<file path="src/rtl/obtg_pkg.sv">
// ----------------------------------------------------------------------------
// obtg_pkg
// widths, register indexes and the job record passed from front to back
// ----------------------------------------------------------------------------
package obtg_pkg;

   localparam int MAX_SUPPORT = 20;

   localparam int TIME_W     = 48;
   localparam int PRICE_W    = 40;
   localparam int SPREAD_W   = 17;
   localparam int FRAC_W     = 8;
   localparam int BID_W      = 48;
   localparam int ASK_W      = 49;
   localparam int DQ_W       = 49;
   localparam int STEP_W     = 5;
   localparam int COUNT_W    = 6;
   localparam int PS_W       = 24;
   localparam int DS_W       = 16;
   localparam int SC_W       = 5;
   localparam int ADD_W      = PS_W + DS_W;

   // divider retires this many quotient bits per cycle
   localparam int DIV_DIGIT  = 4;
   localparam int DIV_STEPS  = BID_W / DIV_DIGIT;
   localparam int DIV_CNT_W  = $clog2(DIV_STEPS);

   localparam int CSR_IDX_W  = 2;
   localparam int CSR_DATA_W = 24;
   localparam logic [CSR_IDX_W-1:0] CSR_POINT_SIZE     = 2'd0;
   localparam logic [CSR_IDX_W-1:0] CSR_DEFAULT_SPREAD = 2'd1;
   localparam logic [CSR_IDX_W-1:0] CSR_SUPPORT_COUNT  = 2'd2;

   // depth must be a power of two
   localparam int QUEUE_DEPTH = 2;
   localparam int QUEUE_PTR_W = $clog2(QUEUE_DEPTH);

   localparam logic [1:0] LEG_FIRST = 2'd0;
   localparam logic [1:0] LEG_MID   = 2'd1;
   localparam logic [1:0] LEG_LAST  = 2'd2;

   typedef struct packed {
      logic [TIME_W-1:0] bar_time;
      logic [BID_W-1:0]  base_bid0;
      logic [BID_W-1:0]  base_bid1;
      logic [BID_W-1:0]  base_bid2;
      logic [ASK_W-1:0]  base_ask0;
      logic [ASK_W-1:0]  base_ask1;
      logic [ASK_W-1:0]  base_ask2;
      logic [DQ_W-1:0]   dq0;
      logic [DQ_W-1:0]   dq1;
      logic [DQ_W-1:0]   dq2;
      logic [STEP_W-1:0] dr0;
      logic [STEP_W-1:0] dr1;
      logic [STEP_W-1:0] dr2;
   } job_type;

   // steps per leg: support count saturated, plus one
   function automatic logic [STEP_W-1:0] steps_for(input logic [SC_W-1:0] sc);
      logic [STEP_W-1:0] n;
      n = (sc > SC_W'(MAX_SUPPORT)) ? STEP_W'(MAX_SUPPORT) : STEP_W'(sc);
      return n + STEP_W'(1);
   endfunction

endpackage

</file>
<file path="src/rtl/ohlc_bar_tick_generator.sv">
// path: an accepted bar goes through the front divider and the job queue to the back end
// throughput: one tick per cycle while results are taken; a bar gives 3*(n+1)+1 ticks, and
// the front divider works on one bar at a time while the next waits in its input register
// reset: synchronous, clears the queues and handshakes and loads point_size 1,
// default_spread 0, support_count 0; no clearing pass
// ----------------------------------------------------------------------------
// ohlc_bar_tick_generator
// turns each price bar into an interpolated open-low-high-close or open-high-low-close tick path
// ----------------------------------------------------------------------------
module ohlc_bar_tick_generator (
   input  logic                                 clock,
   input  logic                                 reset,
   input  logic                                 req_push,
   output logic                                 req_full,
   input  logic [obtg_pkg::TIME_W-1:0]          req_bar_time,
   input  logic [obtg_pkg::PRICE_W-1:0]         req_open_price,
   input  logic [obtg_pkg::PRICE_W-1:0]         req_high_price,
   input  logic [obtg_pkg::PRICE_W-1:0]         req_low_price,
   input  logic [obtg_pkg::PRICE_W-1:0]         req_close_price,
   input  logic signed [obtg_pkg::SPREAD_W-1:0] req_bar_spread,
   output logic                                 rsp_empty,
   input  logic                                 rsp_pop,
   output logic [obtg_pkg::TIME_W-1:0]          rsp_tick_time,
   output logic [obtg_pkg::BID_W-1:0]           rsp_bid_price,
   output logic [obtg_pkg::ASK_W-1:0]           rsp_ask_price,
   output logic                                 rsp_last_in_bar,
   input  logic                                 csr_valid,
   output logic                                 csr_ready,
   input  logic [obtg_pkg::CSR_IDX_W-1:0]       csr_index,
   input  logic [obtg_pkg::CSR_DATA_W-1:0]      csr_data
);
   import obtg_pkg::*;

   logic [PS_W-1:0]   point_ff, point_in;
   logic [DS_W-1:0]   dspread_ff, dspread_in;
   logic [SC_W-1:0]   scount_ff, scount_in;
   logic [STEP_W-1:0] steps;

   logic              q_push, q_full, q_pop, q_empty;
   job_type           q_wdata, q_rdata;

   assign csr_ready = 1'b1;
   assign steps     = steps_for(scount_ff);

   always_comb begin
      point_in   = point_ff;
      dspread_in = dspread_ff;
      scount_in  = scount_ff;
      if (csr_valid) begin
         case (csr_index)
            CSR_POINT_SIZE:     point_in   = csr_data[PS_W-1:0];
            CSR_DEFAULT_SPREAD: dspread_in = csr_data[DS_W-1:0];
            CSR_SUPPORT_COUNT:  scount_in  = csr_data[SC_W-1:0];
            default: begin
            end
         endcase
      end
   end

   always_ff @(posedge clock) begin
      if (reset) begin
         point_ff   <= PS_W'(1);
         dspread_ff <= '0;
         scount_ff  <= '0;
      end else begin
         point_ff   <= point_in;
         dspread_ff <= dspread_in;
         scount_ff  <= scount_in;
      end
   end

   obtg_front u_front (
      .clock          (clock),
      .reset          (reset),
      .in_push        (req_push),
      .in_full        (req_full),
      .in_bar_time    (req_bar_time),
      .in_open_price  (req_open_price),
      .in_high_price  (req_high_price),
      .in_low_price   (req_low_price),
      .in_close_price (req_close_price),
      .in_bar_spread  (req_bar_spread),
      .point_size     (point_ff),
      .default_spread (dspread_ff),
      .steps          (steps),
      .job_push       (q_push),
      .job            (q_wdata),
      .job_full       (q_full)
   );

   obtg_queue u_queue (
      .clock     (clock),
      .reset     (reset),
      .push      (q_push),
      .push_data (q_wdata),
      .full      (q_full),
      .pop       (q_pop),
      .pop_data  (q_rdata),
      .empty     (q_empty)
   );

   obtg_back u_back (
      .clock       (clock),
      .reset       (reset),
      .job         (q_rdata),
      .job_empty   (q_empty),
      .job_pop     (q_pop),
      .steps       (steps),
      .pop         (rsp_pop),
      .empty       (rsp_empty),
      .tick_time   (rsp_tick_time),
      .bid_price   (rsp_bid_price),
      .ask_price   (rsp_ask_price),
      .last_in_bar (rsp_last_in_bar)
   );

endmodule

</file>
<file path="src/rtl/obtg_front.sv">
// ----------------------------------------------------------------------------
// obtg_front
// takes bars, orders the price path and divides each leg's span into
// per-step quotient and remainder increments for the back end
// ----------------------------------------------------------------------------
module obtg_front (
   input  logic                               clock,
   input  logic                               reset,
   input  logic                               in_push,
   output logic                               in_full,
   input  logic [obtg_pkg::TIME_W-1:0]        in_bar_time,
   input  logic [obtg_pkg::PRICE_W-1:0]       in_open_price,
   input  logic [obtg_pkg::PRICE_W-1:0]       in_high_price,
   input  logic [obtg_pkg::PRICE_W-1:0]       in_low_price,
   input  logic [obtg_pkg::PRICE_W-1:0]       in_close_price,
   input  logic signed [obtg_pkg::SPREAD_W-1:0] in_bar_spread,
   input  logic [obtg_pkg::PS_W-1:0]          point_size,
   input  logic [obtg_pkg::DS_W-1:0]          default_spread,
   input  logic [obtg_pkg::STEP_W-1:0]        steps,
   output logic                               job_push,
   output obtg_pkg::job_type                  job,
   input  logic                               job_full
);
   import obtg_pkg::*;

   localparam logic [2:0] F_IDLE = 3'd0;
   localparam logic [2:0] F_LOAD = 3'd1;
   localparam logic [2:0] F_DIV  = 3'd2;
   localparam logic [2:0] F_FIN  = 3'd3;
   localparam logic [2:0] F_PUSH = 3'd4;

   logic                  in_valid_ff, in_valid_in;
   logic [TIME_W-1:0]     in_time_ff, in_time_in;
   logic [PRICE_W-1:0]    in_open_ff, in_open_in;
   logic [PRICE_W-1:0]    in_high_ff, in_high_in;
   logic [PRICE_W-1:0]    in_low_ff, in_low_in;
   logic [PRICE_W-1:0]    in_close_ff, in_close_in;
   logic [SPREAD_W-1:0]   in_spread_ff, in_spread_in;

   logic [2:0]            state_ff, state_in;
   logic [1:0]            leg_ff, leg_in;
   logic [DIV_CNT_W-1:0]  cnt_ff, cnt_in;
   logic [PRICE_W-1:0]    p0_ff, p0_in, p1_ff, p1_in, p2_ff, p2_in, p3_ff, p3_in;
   logic [BID_W-1:0]      add_ff, add_in;
   logic                  neg_ff, neg_in;
   logic [BID_W-1:0]      dvd_ff, dvd_in;
   logic [BID_W-1:0]      quo_ff, quo_in;
   logic [STEP_W-1:0]     rem_ff, rem_in;
   job_type               job_ff, job_in;

   logic                  accept, grab;
   logic [DS_W-1:0]       spread_sel;
   logic [ADD_W-1:0]      prod;
   logic [PRICE_W-1:0]    leg_a, leg_b;
   logic [PRICE_W:0]      diff_ba, diff_ab;
   logic [BID_W-1:0]      dvd_v, quo_v;
   logic [STEP_W-1:0]     rem_v;
   logic [STEP_W:0]       trial;
   logic [DQ_W-1:0]       dq_v;
   logic [STEP_W-1:0]     dr_v;
   logic                  rnz;
   logic [BID_W-1:0]      base_bid_v;
   logic [ASK_W-1:0]      base_ask_v;

   assign in_full  = in_valid_ff;
   assign accept   = in_push && !in_valid_ff;
   assign job_push = (state_ff == F_PUSH) && !job_full;
   assign job      = job_ff;
   assign grab     = in_valid_ff && ((state_ff == F_IDLE) || job_push);

   assign spread_sel = in_spread_ff[SPREAD_W-1] ? default_spread : in_spread_ff[DS_W-1:0];
   assign prod = {{PS_W{1'b0}}, spread_sel} * {{DS_W{1'b0}}, point_size};

   always_comb begin
      case (leg_ff)
         LEG_FIRST: begin
            leg_a = p0_ff;
            leg_b = p1_ff;
         end
         LEG_MID: begin
            leg_a = p1_ff;
            leg_b = p2_ff;
         end
         default: begin
            leg_a = p2_ff;
            leg_b = p3_ff;
         end
      endcase
   end

   assign diff_ba = {1'b0, leg_b} - {1'b0, leg_a};
   assign diff_ab = {1'b0, leg_a} - {1'b0, leg_b};

   // four restoring division steps per cycle on a narrow remainder
   always_comb begin
      dvd_v = dvd_ff;
      quo_v = quo_ff;
      rem_v = rem_ff;
      trial = '0;
      for (int i = 0; i < DIV_DIGIT; i++) begin
         trial = {rem_v, dvd_v[BID_W-1]};
         dvd_v = {dvd_v[BID_W-2:0], 1'b0};
         if (trial >= {1'b0, steps}) begin
            rem_v = STEP_W'(trial - {1'b0, steps});
            quo_v = {quo_v[BID_W-2:0], 1'b1};
         end else begin
            rem_v = trial[STEP_W-1:0];
            quo_v = {quo_v[BID_W-2:0], 1'b0};
         end
      end
   end

   // falling leg: floor of a negative quotient, remainder kept non-negative
   assign rnz  = rem_ff != '0;
   assign dq_v = neg_ff ? (~{1'b0, quo_ff} + {{(DQ_W-1){1'b0}}, !rnz}) : {1'b0, quo_ff};
   assign dr_v = (neg_ff && rnz) ? (steps - rem_ff) : rem_ff;
   assign base_bid_v = {leg_a, {FRAC_W{1'b0}}};
   assign base_ask_v = {1'b0, base_bid_v} + {1'b0, add_ff};

   always_comb begin
      in_valid_in  = in_valid_ff;
      in_time_in   = in_time_ff;
      in_open_in   = in_open_ff;
      in_high_in   = in_high_ff;
      in_low_in    = in_low_ff;
      in_close_in  = in_close_ff;
      in_spread_in = in_spread_ff;
      state_in     = state_ff;
      leg_in       = leg_ff;
      cnt_in       = cnt_ff;
      p0_in        = p0_ff;
      p1_in        = p1_ff;
      p2_in        = p2_ff;
      p3_in        = p3_ff;
      add_in       = add_ff;
      neg_in       = neg_ff;
      dvd_in       = dvd_ff;
      quo_in       = quo_ff;
      rem_in       = rem_ff;
      job_in       = job_ff;

      if (accept) begin
         in_valid_in  = 1'b1;
         in_time_in   = in_bar_time;
         in_open_in   = in_open_price;
         in_high_in   = in_high_price;
         in_low_in    = in_low_price;
         in_close_in  = in_close_price;
         in_spread_in = in_bar_spread;
      end

      case (state_ff)
         F_IDLE: begin
         end
         F_LOAD: begin
            neg_in = diff_ba[PRICE_W];
            dvd_in = {(diff_ba[PRICE_W] ? diff_ab[PRICE_W-1:0] : diff_ba[PRICE_W-1:0]),
                      {FRAC_W{1'b0}}};
            quo_in = '0;
            rem_in = '0;
            cnt_in = '0;
            state_in = F_DIV;
         end
         F_DIV: begin
            dvd_in = dvd_v;
            quo_in = quo_v;
            rem_in = rem_v;
            cnt_in = cnt_ff + DIV_CNT_W'(1);
            if (cnt_ff == DIV_CNT_W'(DIV_STEPS - 1)) begin
               state_in = F_FIN;
            end
         end
         F_FIN: begin
            case (leg_ff)
               LEG_FIRST: begin
                  job_in.base_bid0 = base_bid_v;
                  job_in.base_ask0 = base_ask_v;
                  job_in.dq0 = dq_v;
                  job_in.dr0 = dr_v;
               end
               LEG_MID: begin
                  job_in.base_bid1 = base_bid_v;
                  job_in.base_ask1 = base_ask_v;
                  job_in.dq1 = dq_v;
                  job_in.dr1 = dr_v;
               end
               default: begin
                  job_in.base_bid2 = base_bid_v;
                  job_in.base_ask2 = base_ask_v;
                  job_in.dq2 = dq_v;
                  job_in.dr2 = dr_v;
               end
            endcase
            if (leg_ff == LEG_LAST) begin
               state_in = F_PUSH;
            end else begin
               leg_in   = leg_ff + 2'd1;
               state_in = F_LOAD;
            end
         end
         F_PUSH: begin
            if (job_push) begin
               state_in = F_IDLE;
            end
         end
         default: begin
            state_in = F_IDLE;
         end
      endcase

      if (grab) begin
         in_valid_in = 1'b0;
         p0_in = in_open_ff;
         if (in_close_ff >= in_open_ff) begin
            p1_in = in_low_ff;
            p2_in = in_high_ff;
         end else begin
            p1_in = in_high_ff;
            p2_in = in_low_ff;
         end
         p3_in = in_close_ff;
         add_in = {prod, {FRAC_W{1'b0}}};
         job_in.bar_time = in_time_ff;
         leg_in   = LEG_FIRST;
         state_in = F_LOAD;
      end
   end

   always_ff @(posedge clock) begin
      if (reset) begin
         in_valid_ff <= 1'b0;
         state_ff    <= F_IDLE;
         leg_ff      <= LEG_FIRST;
         cnt_ff      <= '0;
      end else begin
         in_valid_ff <= in_valid_in;
         state_ff    <= state_in;
         leg_ff      <= leg_in;
         cnt_ff      <= cnt_in;
      end
   end

   always_ff @(posedge clock) begin
      in_time_ff   <= in_time_in;
      in_open_ff   <= in_open_in;
      in_high_ff   <= in_high_in;
      in_low_ff    <= in_low_in;
      in_close_ff  <= in_close_in;
      in_spread_ff <= in_spread_in;
      p0_ff        <= p0_in;
      p1_ff        <= p1_in;
      p2_ff        <= p2_in;
      p3_ff        <= p3_in;
      add_ff       <= add_in;
      neg_ff       <= neg_in;
      dvd_ff       <= dvd_in;
      quo_ff       <= quo_in;
      rem_ff       <= rem_in;
      job_ff       <= job_in;
   end

endmodule

</file>
<file path="src/rtl/obtg_queue.sv">
// ----------------------------------------------------------------------------
// obtg_queue
// short job queue between the front and the back end
// ----------------------------------------------------------------------------
module obtg_queue (
   input  logic              clock,
   input  logic              reset,
   input  logic              push,
   input  obtg_pkg::job_type push_data,
   output logic              full,
   input  logic              pop,
   output obtg_pkg::job_type pop_data,
   output logic              empty
);
   import obtg_pkg::*;

   job_type                mem_ff [QUEUE_DEPTH];
   job_type                mem_in [QUEUE_DEPTH];
   logic [QUEUE_PTR_W-1:0] wr_ptr_ff, wr_ptr_in;
   logic [QUEUE_PTR_W-1:0] rd_ptr_ff, rd_ptr_in;
   logic [QUEUE_PTR_W:0]   count_ff, count_in;
   logic                   do_push, do_pop;

   assign full     = count_ff == (QUEUE_PTR_W + 1)'(QUEUE_DEPTH);
   assign empty    = count_ff == '0;
   assign do_push  = push && !full;
   assign do_pop   = pop && !empty;
   assign pop_data = mem_ff[rd_ptr_ff];

   always_comb begin
      mem_in    = mem_ff;
      wr_ptr_in = wr_ptr_ff;
      rd_ptr_in = rd_ptr_ff;
      count_in  = count_ff;
      if (do_push) begin
         mem_in[wr_ptr_ff] = push_data;
         wr_ptr_in = wr_ptr_ff + QUEUE_PTR_W'(1);
      end
      if (do_pop) begin
         rd_ptr_in = rd_ptr_ff + QUEUE_PTR_W'(1);
      end
      if (do_push && !do_pop) begin
         count_in = count_ff + (QUEUE_PTR_W + 1)'(1);
      end else if (do_pop && !do_push) begin
         count_in = count_ff - (QUEUE_PTR_W + 1)'(1);
      end
   end

   always_ff @(posedge clock) begin
      if (reset) begin
         wr_ptr_ff <= '0;
         rd_ptr_ff <= '0;
         count_ff  <= '0;
      end else begin
         wr_ptr_ff <= wr_ptr_in;
         rd_ptr_ff <= rd_ptr_in;
         count_ff  <= count_in;
      end
   end

   always_ff @(posedge clock) begin
      mem_ff <= mem_in;
   end

endmodule

</file>
<file path="src/rtl/obtg_back.sv">
// ----------------------------------------------------------------------------
// obtg_back
// walks the three legs of a job, one tick per cycle while the result register is free or popped,
// into the result register
module obtg_back (
   input  logic                         clock,
   input  logic                         reset,
   input  obtg_pkg::job_type            job,
   input  logic                         job_empty,
   output logic                         job_pop,
   input  logic [obtg_pkg::STEP_W-1:0]  steps,
   input  logic                         pop,
   output logic                         empty,
   output logic [obtg_pkg::TIME_W-1:0]  tick_time,
   output logic [obtg_pkg::BID_W-1:0]   bid_price,
   output logic [obtg_pkg::ASK_W-1:0]   ask_price,
   output logic                         last_in_bar
);
   import obtg_pkg::*;

   logic                busy_ff, busy_in;
   logic [1:0]          leg_ff, leg_in;
   logic [STEP_W-1:0]   j_ff, j_in;
   logic [DQ_W-1:0]     q_ff, q_in;
   logic [STEP_W-1:0]   r_ff, r_in;
   logic [COUNT_W-1:0]  count_ff, count_in;
   job_type             job_ff, job_in;
   logic                out_valid_ff, out_valid_in;
   logic [TIME_W-1:0]   out_time_ff, out_time_in;
   logic [BID_W-1:0]    out_bid_ff, out_bid_in;
   logic [ASK_W-1:0]    out_ask_ff, out_ask_in;
   logic                out_last_ff, out_last_in;

   logic                advance, leg_end, last_tick, load, wrap;
   logic [STEP_W-1:0]   half;
   logic [1:0]          sel_leg;
   logic [BID_W-1:0]    cur_bid;
   logic [ASK_W-1:0]    cur_ask;
   logic [DQ_W-1:0]     dq_sel, base_q;
   logic [STEP_W-1:0]   dr_sel, base_r;
   logic [STEP_W:0]     rsum;

   assign half      = steps >> 1;
   assign advance   = busy_ff && (!out_valid_ff || pop);
   assign leg_end   = j_ff == steps;
   assign last_tick = leg_end && (leg_ff == LEG_LAST);
   assign load      = !job_empty && (!busy_ff || (advance && last_tick));
   assign job_pop   = load;

   assign empty       = !out_valid_ff;
   assign tick_time   = out_time_ff;
   assign bid_price   = out_bid_ff;
   assign ask_price   = out_ask_ff;
   assign last_in_bar = out_last_ff;

   always_comb begin
      case (leg_ff)
         LEG_FIRST: begin
            cur_bid = job_ff.base_bid0;
            cur_ask = job_ff.base_ask0;
         end
         LEG_MID: begin
            cur_bid = job_ff.base_bid1;
            cur_ask = job_ff.base_ask1;
         end
         default: begin
            cur_bid = job_ff.base_bid2;
            cur_ask = job_ff.base_ask2;
         end
      endcase
   end

   // at a leg end the walk restarts from the next leg's start point
   assign sel_leg = leg_end ? (leg_ff + 2'd1) : leg_ff;

   always_comb begin
      case (sel_leg)
         LEG_FIRST: begin
            dq_sel = job_ff.dq0;
            dr_sel = job_ff.dr0;
         end
         LEG_MID: begin
            dq_sel = job_ff.dq1;
            dr_sel = job_ff.dr1;
         end
         default: begin
            dq_sel = job_ff.dq2;
            dr_sel = job_ff.dr2;
         end
      endcase
   end

   assign base_q = leg_end ? '0 : q_ff;
   assign base_r = leg_end ? half : r_ff;
   assign rsum   = {1'b0, base_r} + {1'b0, dr_sel};
   assign wrap   = rsum >= {1'b0, steps};

   always_comb begin
      busy_in      = busy_ff;
      leg_in       = leg_ff;
      j_in         = j_ff;
      q_in         = q_ff;
      r_in         = r_ff;
      count_in     = count_ff;
      job_in       = job_ff;
      out_valid_in = out_valid_ff;
      out_time_in  = out_time_ff;
      out_bid_in   = out_bid_ff;
      out_ask_in   = out_ask_ff;
      out_last_in  = out_last_ff;

      if (pop) begin
         out_valid_in = 1'b0;
      end

      if (advance) begin
         out_valid_in = 1'b1;
         out_time_in  = job_ff.bar_time + {{(TIME_W-COUNT_W){1'b0}}, count_ff};
         out_bid_in   = cur_bid + q_ff[BID_W-1:0];
         out_ask_in   = cur_ask + q_ff[ASK_W-1:0];
         out_last_in  = last_tick;
         if (last_tick) begin
            busy_in = 1'b0;
         end else begin
            leg_in   = sel_leg;
            j_in     = leg_end ? STEP_W'(1) : (j_ff + STEP_W'(1));
            q_in     = base_q + dq_sel + {{(DQ_W-1){1'b0}}, wrap};
            r_in     = wrap ? STEP_W'(rsum - {1'b0, steps}) : rsum[STEP_W-1:0];
            count_in = count_ff + COUNT_W'(1);
         end
      end

      if (load) begin
         busy_in  = 1'b1;
         job_in   = job;
         leg_in   = LEG_FIRST;
         j_in     = '0;
         q_in     = '0;
         r_in     = half;
         count_in = '0;
      end
   end

   always_ff @(posedge clock) begin
      if (reset) begin
         busy_ff      <= 1'b0;
         out_valid_ff <= 1'b0;
         leg_ff       <= LEG_FIRST;
         j_ff         <= '0;
         count_ff     <= '0;
      end else begin
         busy_ff      <= busy_in;
         out_valid_ff <= out_valid_in;
         leg_ff       <= leg_in;
         j_ff         <= j_in;
         count_ff     <= count_in;
      end
   end

   always_ff @(posedge clock) begin
      q_ff        <= q_in;
      r_ff        <= r_in;
      job_ff      <= job_in;
      out_time_ff <= out_time_in;
      out_bid_ff  <= out_bid_in;
      out_ask_ff  <= out_ask_in;
      out_last_ff <= out_last_in;
   end

endmodule

</file>
<file path="config.mk">
export PLATFORM = sky130hd
export DESIGN_NAME = ohlc_bar_tick_generator
export DESIGN_NICKNAME = d
export VERILOG_FILES = /design/src/rtl/obtg_pkg.sv /design/src/rtl/ohlc_bar_tick_generator.sv /design/src/rtl/obtg_front.sv /design/src/rtl/obtg_queue.sv /design/src/rtl/obtg_back.sv
export SDC_FILE = /design/constraint.sdc
export NUM_CORES = 2
export LEC_CHECK = 0
export BUFFER_PORTS_ARGS = -buffer_cell sky130_fd_sc_hd__buf_4
export CAP_MARGIN = 20
export CORE_MARGIN = 1
export CORE_UTILIZATION = 50
export CTS_CLUSTER_DIAMETER = 40
export DETAILED_ROUTE_END_ITERATION = 10
export PLACE_DENSITY = 0.66
export SLEW_MARGIN = 20
export SYNTH_ARGS = -nofsm -noshare
export SYNTH_HDL_FRONTEND = slang
export SYNTH_SLANG_ARGS = --single-unit
</file>
<file path="constraint.sdc">
create_clock -name clock -period 25.8 [get_ports clock]
set_clock_uncertainty 0.15 [all_clocks]
set_input_delay 5.16 -clock clock [delete_from_list [all_inputs] [get_ports clock]]
set_output_delay 5.16 -clock clock [all_outputs]
set_load 0.03 [all_outputs]
</file>
Yosys cells after proc, flatten, opt, wreduce, memory -nomap -nowiden
Cells that the tools add are included.

Output and inout bits: 149. Logic and storage cells: 256. Register bits after elaboration: 2781. Input port bits: 256.

Reductions and logical operators: 51. Magnitude comparators: 10. Mux-type cells: 51. Add/subtract/negate cells: 26. Bitwise gates (word level): 7. Eq/ne operators: 20. Multiply operators: 1.

Operator list (number): $mux W501 (4); $bwmux W1002 (1); $demux W501 S1 (1); $pmux W48 S2 (3); $pmux W49 S2 (2); $pmux W40 S2 (2); $mux W40 (3); $add A49 B1 Y49 (2); $add A49 B49 Y49 (2); $mux W49 (2); $add A48 B48 Y49 (1); $not A48 Y49 (1); $add A48 B48 Y48 (1); $add A48 B6 Y48 (1); $mux W5 (9); $sub A40 B40 Y41 (1); $ge A40 B40 Y1 (1); $mul A16 B24 Y40 (1); $sub A40 B40 Y40 (1); $ge A6 B5 Y1 (5); $sub A5 B5 Y5 (6); $pmux W5 S2 (2); $reduce_and A2 Y1 (10); $mux W16 (1); other kinds (37) (103).

Longest topological paths before layout
Word-level depth: 13. Gate-level depth with buffers: 38. Mapped depth without buffers: 36.

Modules after synthesis
Synthesis repeated with hierarchy kept, for this count alone.

Cell total of the unflattened synthesis: 8759. Area, all modules: 126887.9 µm².

By module, submodules not included: obtg_front (cells an instance 4266, area an instance 54632.4 µm², times used 1, seq. area each 29388.2 µm²); obtg_queue (cells an instance 1582, area an instance 36533.8 µm², times used 1, seq. area each 30168.9 µm²); obtg_back (cells an instance 2720, area an instance 33737.4 µm², times used 1, seq. area each 20850.0 µm²); ohlc_bar_tick_generator (cells an instance 191, area an instance 1984.4 µm², times used 1, seq. area each 900.9 µm²).

Worst setup path after synthesis
No wires, ideal clock.

Kind: reg-to-reg. Start: reg u_front.state_ff[0]. End: reg u_queue.mem_ff[1000] in the netlist's numbering, enable pin. Setup time: 1.334 ns. Data arrival time: 20.679 ns. Data required time: 24.316 ns. Stages on the path, launching flop included: 6. Slack: 3.637 ns. Cell sequence: dfxtp_1 -> clkbuf_1 -> nor2_1 -> nand2_1 -> nor2_1 -> nor2b_1.

Cells in the longest elaborated chain, start to end: 3.

Ends and longest elaborated chain: start, declared (line obtg_front.sv:40) `logic [2:0] state_ff, state_in;`; start signal, assigned (line obtg_front.sv:237) `state_ff <= state_in;`; $eq A3 B3 Y1 (line obtg_front.sv:67) `assign job_push = (state_ff == F_PUSH) && !job_full;`; $logic_and A1 B1 Y1 (line obtg_front.sv:67); $logic_and A1 B1 Y1 (line obtg_queue.sv:26) `assign do_push = push && !full;`; net u_queue.do_push (line obtg_queue.sv:22) `logic do_push, do_pop;`; end signal, assigned (line obtg_queue.sv:62) `mem_ff <= mem_in;`; end, declared (line obtg_queue.sv:17) `job_type mem_ff [QUEUE_DEPTH];`.

The timed path passes the listed nets, and every way through them passes these cells. A chain may end at the register's enable or synchronous reset.

Worst setup path after layout
Start: reg scount_ff[2]. End: reg u_back.q_ff[48].

Cells in the longest elaborated chain, start to end: 10.

Ends and longest elaborated chain: start, declared (line ohlc_bar_tick_generator.sv:36) `logic [SC_W-1:0] scount_ff, scount_in;`; start signal, assigned (line ohlc_bar_tick_generator.sv:68) `scount_ff <= scount_in;`; $gt A5 B5 Y1 (line obtg_pkg.sv:61) `n = (sc > SC_W'(MAX_SUPPORT)) ? STEP_W'(MAX_SUPPORT) : STEP_W'(sc);`; $mux W5 (*) (line obtg_pkg.sv:61); $add A5 B1 Y5 (*) (line obtg_pkg.sv:62) `return n + STEP_W'(1);`; $eq A5 B5 Y1 (line obtg_back.sv:45) `assign leg_end = j_ff == steps;`; $mux W2 (line obtg_back.sv:74) `assign sel_leg = leg_end ? (leg_ff + 2'd1) : leg_ff;`; $eq A2 B1 Y1 / $logic_not A2 Y1 (equally long branches) (line obtg_back.sv:77) `case (sel_leg)`; $pmux W5 S2 (line obtg_back.sv:77); $add A5 B5 Y6 (line obtg_back.sv:95) `assign rsum = {1'b0, base_r} + {1'b0, dr_sel};`; $ge A6 B5 Y1 (line obtg_back.sv:96) `assign wrap = rsum >= {1'b0, steps};`; $add A49 B1 Y49 (line obtg_back.sv:127) `q_in = base_q + dq_sel + {{(DQ_W-1){1'b0}}, wrap};`; end signal, assigned (line obtg_back.sv:161) `q_ff <= q_in;`; end, declared (line obtg_back.sv:24) `logic [DQ_W-1:0] q_ff, q_in;`.

Mark *: on every way between the ends. The rest lies on a longest branch, timed or not.

==> impl_metrics.csv <==
group,metric,value,unit
routing,vias_per_cell,5.60,
floorplanning,die_w,491,µm
routing,wl_met3,16400,µm
routing,wl_met1,126000,µm
critical_path,path_max_fanout,60,
synth,synth_area_leaders,"edfxtp_1 62%, fa_1 5.4%, mux2_2 5.3%",
routing,highest_layer,"met5",
cts,cts_htree_levels,5,
routing,dr.pass1.iters,5,
power,intPower,10.0,mW
power,switching_share,0.324,
sta,tns,0,ps
placed_design,dp_hpwl,190000,µm
outcome,status,"completed",
floorplanning,ioPinCount,405,
critical_path,cp_slowest_cell,"buf_4",
placed_design,gp_congestion,0.910,
routing,drtIter0Drc,5371,
cts,cts_root_buf,"clkbuf_16",
sta,setup_ws,15880,ps
floorplanning,start_util,0.505,
power,p_total,14.9,mW
cts,clkTransAtPathRegs,60,ps
synth,synth.net_count,9350,
synth,seq_area_frac_synth,0.643,
synth,ys.flop_type,"edfxtp_1",
global_routing,first_global_vias,70000,
synth,ys_ff_latch,2597,
cts,cts-resized-gates,0,
synth,synth-edff-count,2473,
global_routing,grt_pass1_wl,425000,µm
finish,syn2layout_area_growth,15.8,%
synth,synth.most_common_cell,"edfxtp_1",
cts,cts_buffer_depth,4,
sta,slew_violations,0,
synth,synth_top_area_cell,"edfxtp_1",
routing,num_vias,68900,
routing,routed_wl,284000,µm
critical_path,cp_data_required_time,26470,ps
sta,fmaxAchievable,101,MHz
synth,synth_commonest_cells,"2473 x edfxtp_1, 785 x nand2_1, 561 x inv_1, 560 x mux2_2, 455 x a21oi_1",
floorplanning,rows,178,
sta,relSlewSlack,0.258,
routing,wl_met2,132000,µm
routing,ant_nets,0,
power,p_clk_frac,0.330,
power,combPwrFrac,0.287,
global_routing,grt_overflow,0,
power,leakagePower,51.8,nW
synth,synth_top_area_share,0.622,
routing,drc_errors,0,
critical_path,cp-start-kind,"flop",
sta,rsz0062_at_grt,"no",
critical_path,path_common_cell,"o21ai_0",
critical_path,endpoint_kind,"flop",
critical_path,critPathArrivalTime,10590,ps
synth,synthDistinctLibCells,80,
cts,postCtsSetupBuffers,0,
synth,synth_warnings,0,
power,seqPwrFrac,0.382,
routing,wl_per_cell,23.0,µm
global_routing,grt_max_degree,139,
power,peakVddDrop,0.0000912,V
power,p_switching,4.82,mW
cts,cts.sinks,2597,
global_routing,gr-usage-all-layers,0.233,
synth,synth.cell_area,119000,µm²
sta,worstMarginPinSlew,1090,ps
placed_design,port_buffers,403,
cts,cts_made_buffers,360,
power,powerDensity,108,nW/µm²
finish,nets,9898,
finish,num-fill-cells,18100,
global_routing,antenna_found_initial,19,
synth,synthCells,8323,
critical_path,cpPeakStageDelay,650,ps
floorplanning,core_area,236000,µm²
synth,syn_avg_cell_area,14.3,µm²
finish,drive_gt1_frac,0.185,
synth,async_flop_share,0,
hold_path,hold_path_class,"flop to flop",
job,max-cap-violations,0,
sta,finalSetupViolCount,0,
floorplanning,dieArea,241000,µm²
cts,clock_latency,940,ps
placed_design,dp_slack,15960,ps
sta,fin_crit_sh,0.385,
sta,min_period,9920,ps
sta,hold_viol,0,
critical_path,critical_path_class,"flop to flop",
cts,cts_tree,"built",
floorplanning,die_h,491,µm
cts,holdBufCountCts,0,
==> kinds of logic (layout without fill, tap and decap cells) <==
logic type               Yosys count  after routing  synth area share
flip-flops                      2597           2597             0.643
AND/OR/NAND/NOR                 1679           1679            0.0656
other                              1              4         0.0000314
AO/OA/AOI/OAI                   1408           1408            0.0771
buffers and inverters            873           1701            0.0277
XOR/XNOR                         343            343            0.0252
multiplexers                     651            651            0.0605
adder cells (fa/ha/maj)          771            771             0.101
==> path summary, 6_finish.rpt <==
kind                            cells after the start  slack, ps            endpoint            start
worst max-delay path                               33      15880     u_back.q_ff[48]     scount_ff[2]
worst min register to register                      0        240  u_queue.mem_ff[75]  u_front.job[75]
worst min-delay path                                0        240  u_queue.mem_ff[75]  u_front.job[75]
worst max register to register                     33      15880     u_back.q_ff[48]     scount_ff[2]
==> power by group through the flow <==
stage,Sequential (mW),Combinational [mW],Clock [mW]
finish,5.68,4.27,4.91
global route,5.72,4.65,5.15
CTS,5.69,4.28,4.99
detailed placement,5.77,4.25,0
global placement,5.75,4.21,0
floorplan,6.11,2.75,0
==> cell type report <==
cell class	instances	area (µm²)	share of cell area
Clock inverter	246	2830	0.0205
Antenna cell	3	7.51	0.0000543
Inverter	562	2130	0.0154
Timing Repair Buffer	497	3800	0.0275
Sequential cell	2597	76700	0.555
Clock buffer	396	9250	0.0669
Tap cell	3150	3940	0.0285
Multi-Input combinational cell	4853	39500	0.286
==> state kept, by name, indices dropped and copies added (netlist names), 48 cells and up <==
register and count:
u_back.ask_price 49, u_back.job_ff 453, u_back.q_ff 49, u_back.tick_time 48, u_front.in_time_ff 48, u_front.job 453, u_front.quo_ff 48, u_queue.mem_ff 906
==> worst max-delay path: cells and delay by family, from the launching register on <==
| kind | cells | cell delay (ps) |
|---|---|---|
| compound gates | 13 | 3620 |
| xor+xnor | 3 | 710 |
| fa+ha+maj | 6 | 2260 |
| buf+inv | 4 | 1000 |
| flops | 1 | 340 |
| mux | 1 | 290 |
| simple gates | 6 | 1460 |
==> cell usage in the layout, fill, tap and decap left out, types with 34 or more instances in the layout <==
cell,n
nor2b_1,142
dfxtp_1,123
o21bai_1,55
fa_1,321
clkbuf_16,364
a22oi_1,86
inv_6,37
clkinv_1,41
a21oi_1,454
nand2b_1,43
a21o_1,252
bufinv_16,43
nor2_1,276
mux2i_1,87
xnor2_1,253
and2_1,119
edfxtp_1,2473
nand3_1,69
ha_1,446
xor2_1,89
inv_1,558
nand4_1,51
nand2_1,784
o21a_1,40
nor3_1,55
o21ai_0,191
and3_1,34
clkinv_2,36
buf_4,492
a211oi_1,44
clkinv_4,36
a22o_1,80
mux2_2,560
==> through the flow <==
step	instance area, µm²	hold WS (ps)	cells	utilization
2_1_floorplan	119000	250	8323	-
3_3_place_gp	126000	253	11700	0.534
3_5_place_dp	126000	255	11700	0.534
4_1_cts	138000	237	12300	0.585
5_1_grt	138000	236	12300	0.585
6_report	138000	244	12300	0.585
==> metal layers <==
metal,vias up,global-route usage
li1,31600,-
met1,34400,0.328
met2,2325,0.374
met3,535,0.0333
met4,2,0.0764
met5,-,0
No activity file was read; power rests on OpenSTA's default activity.
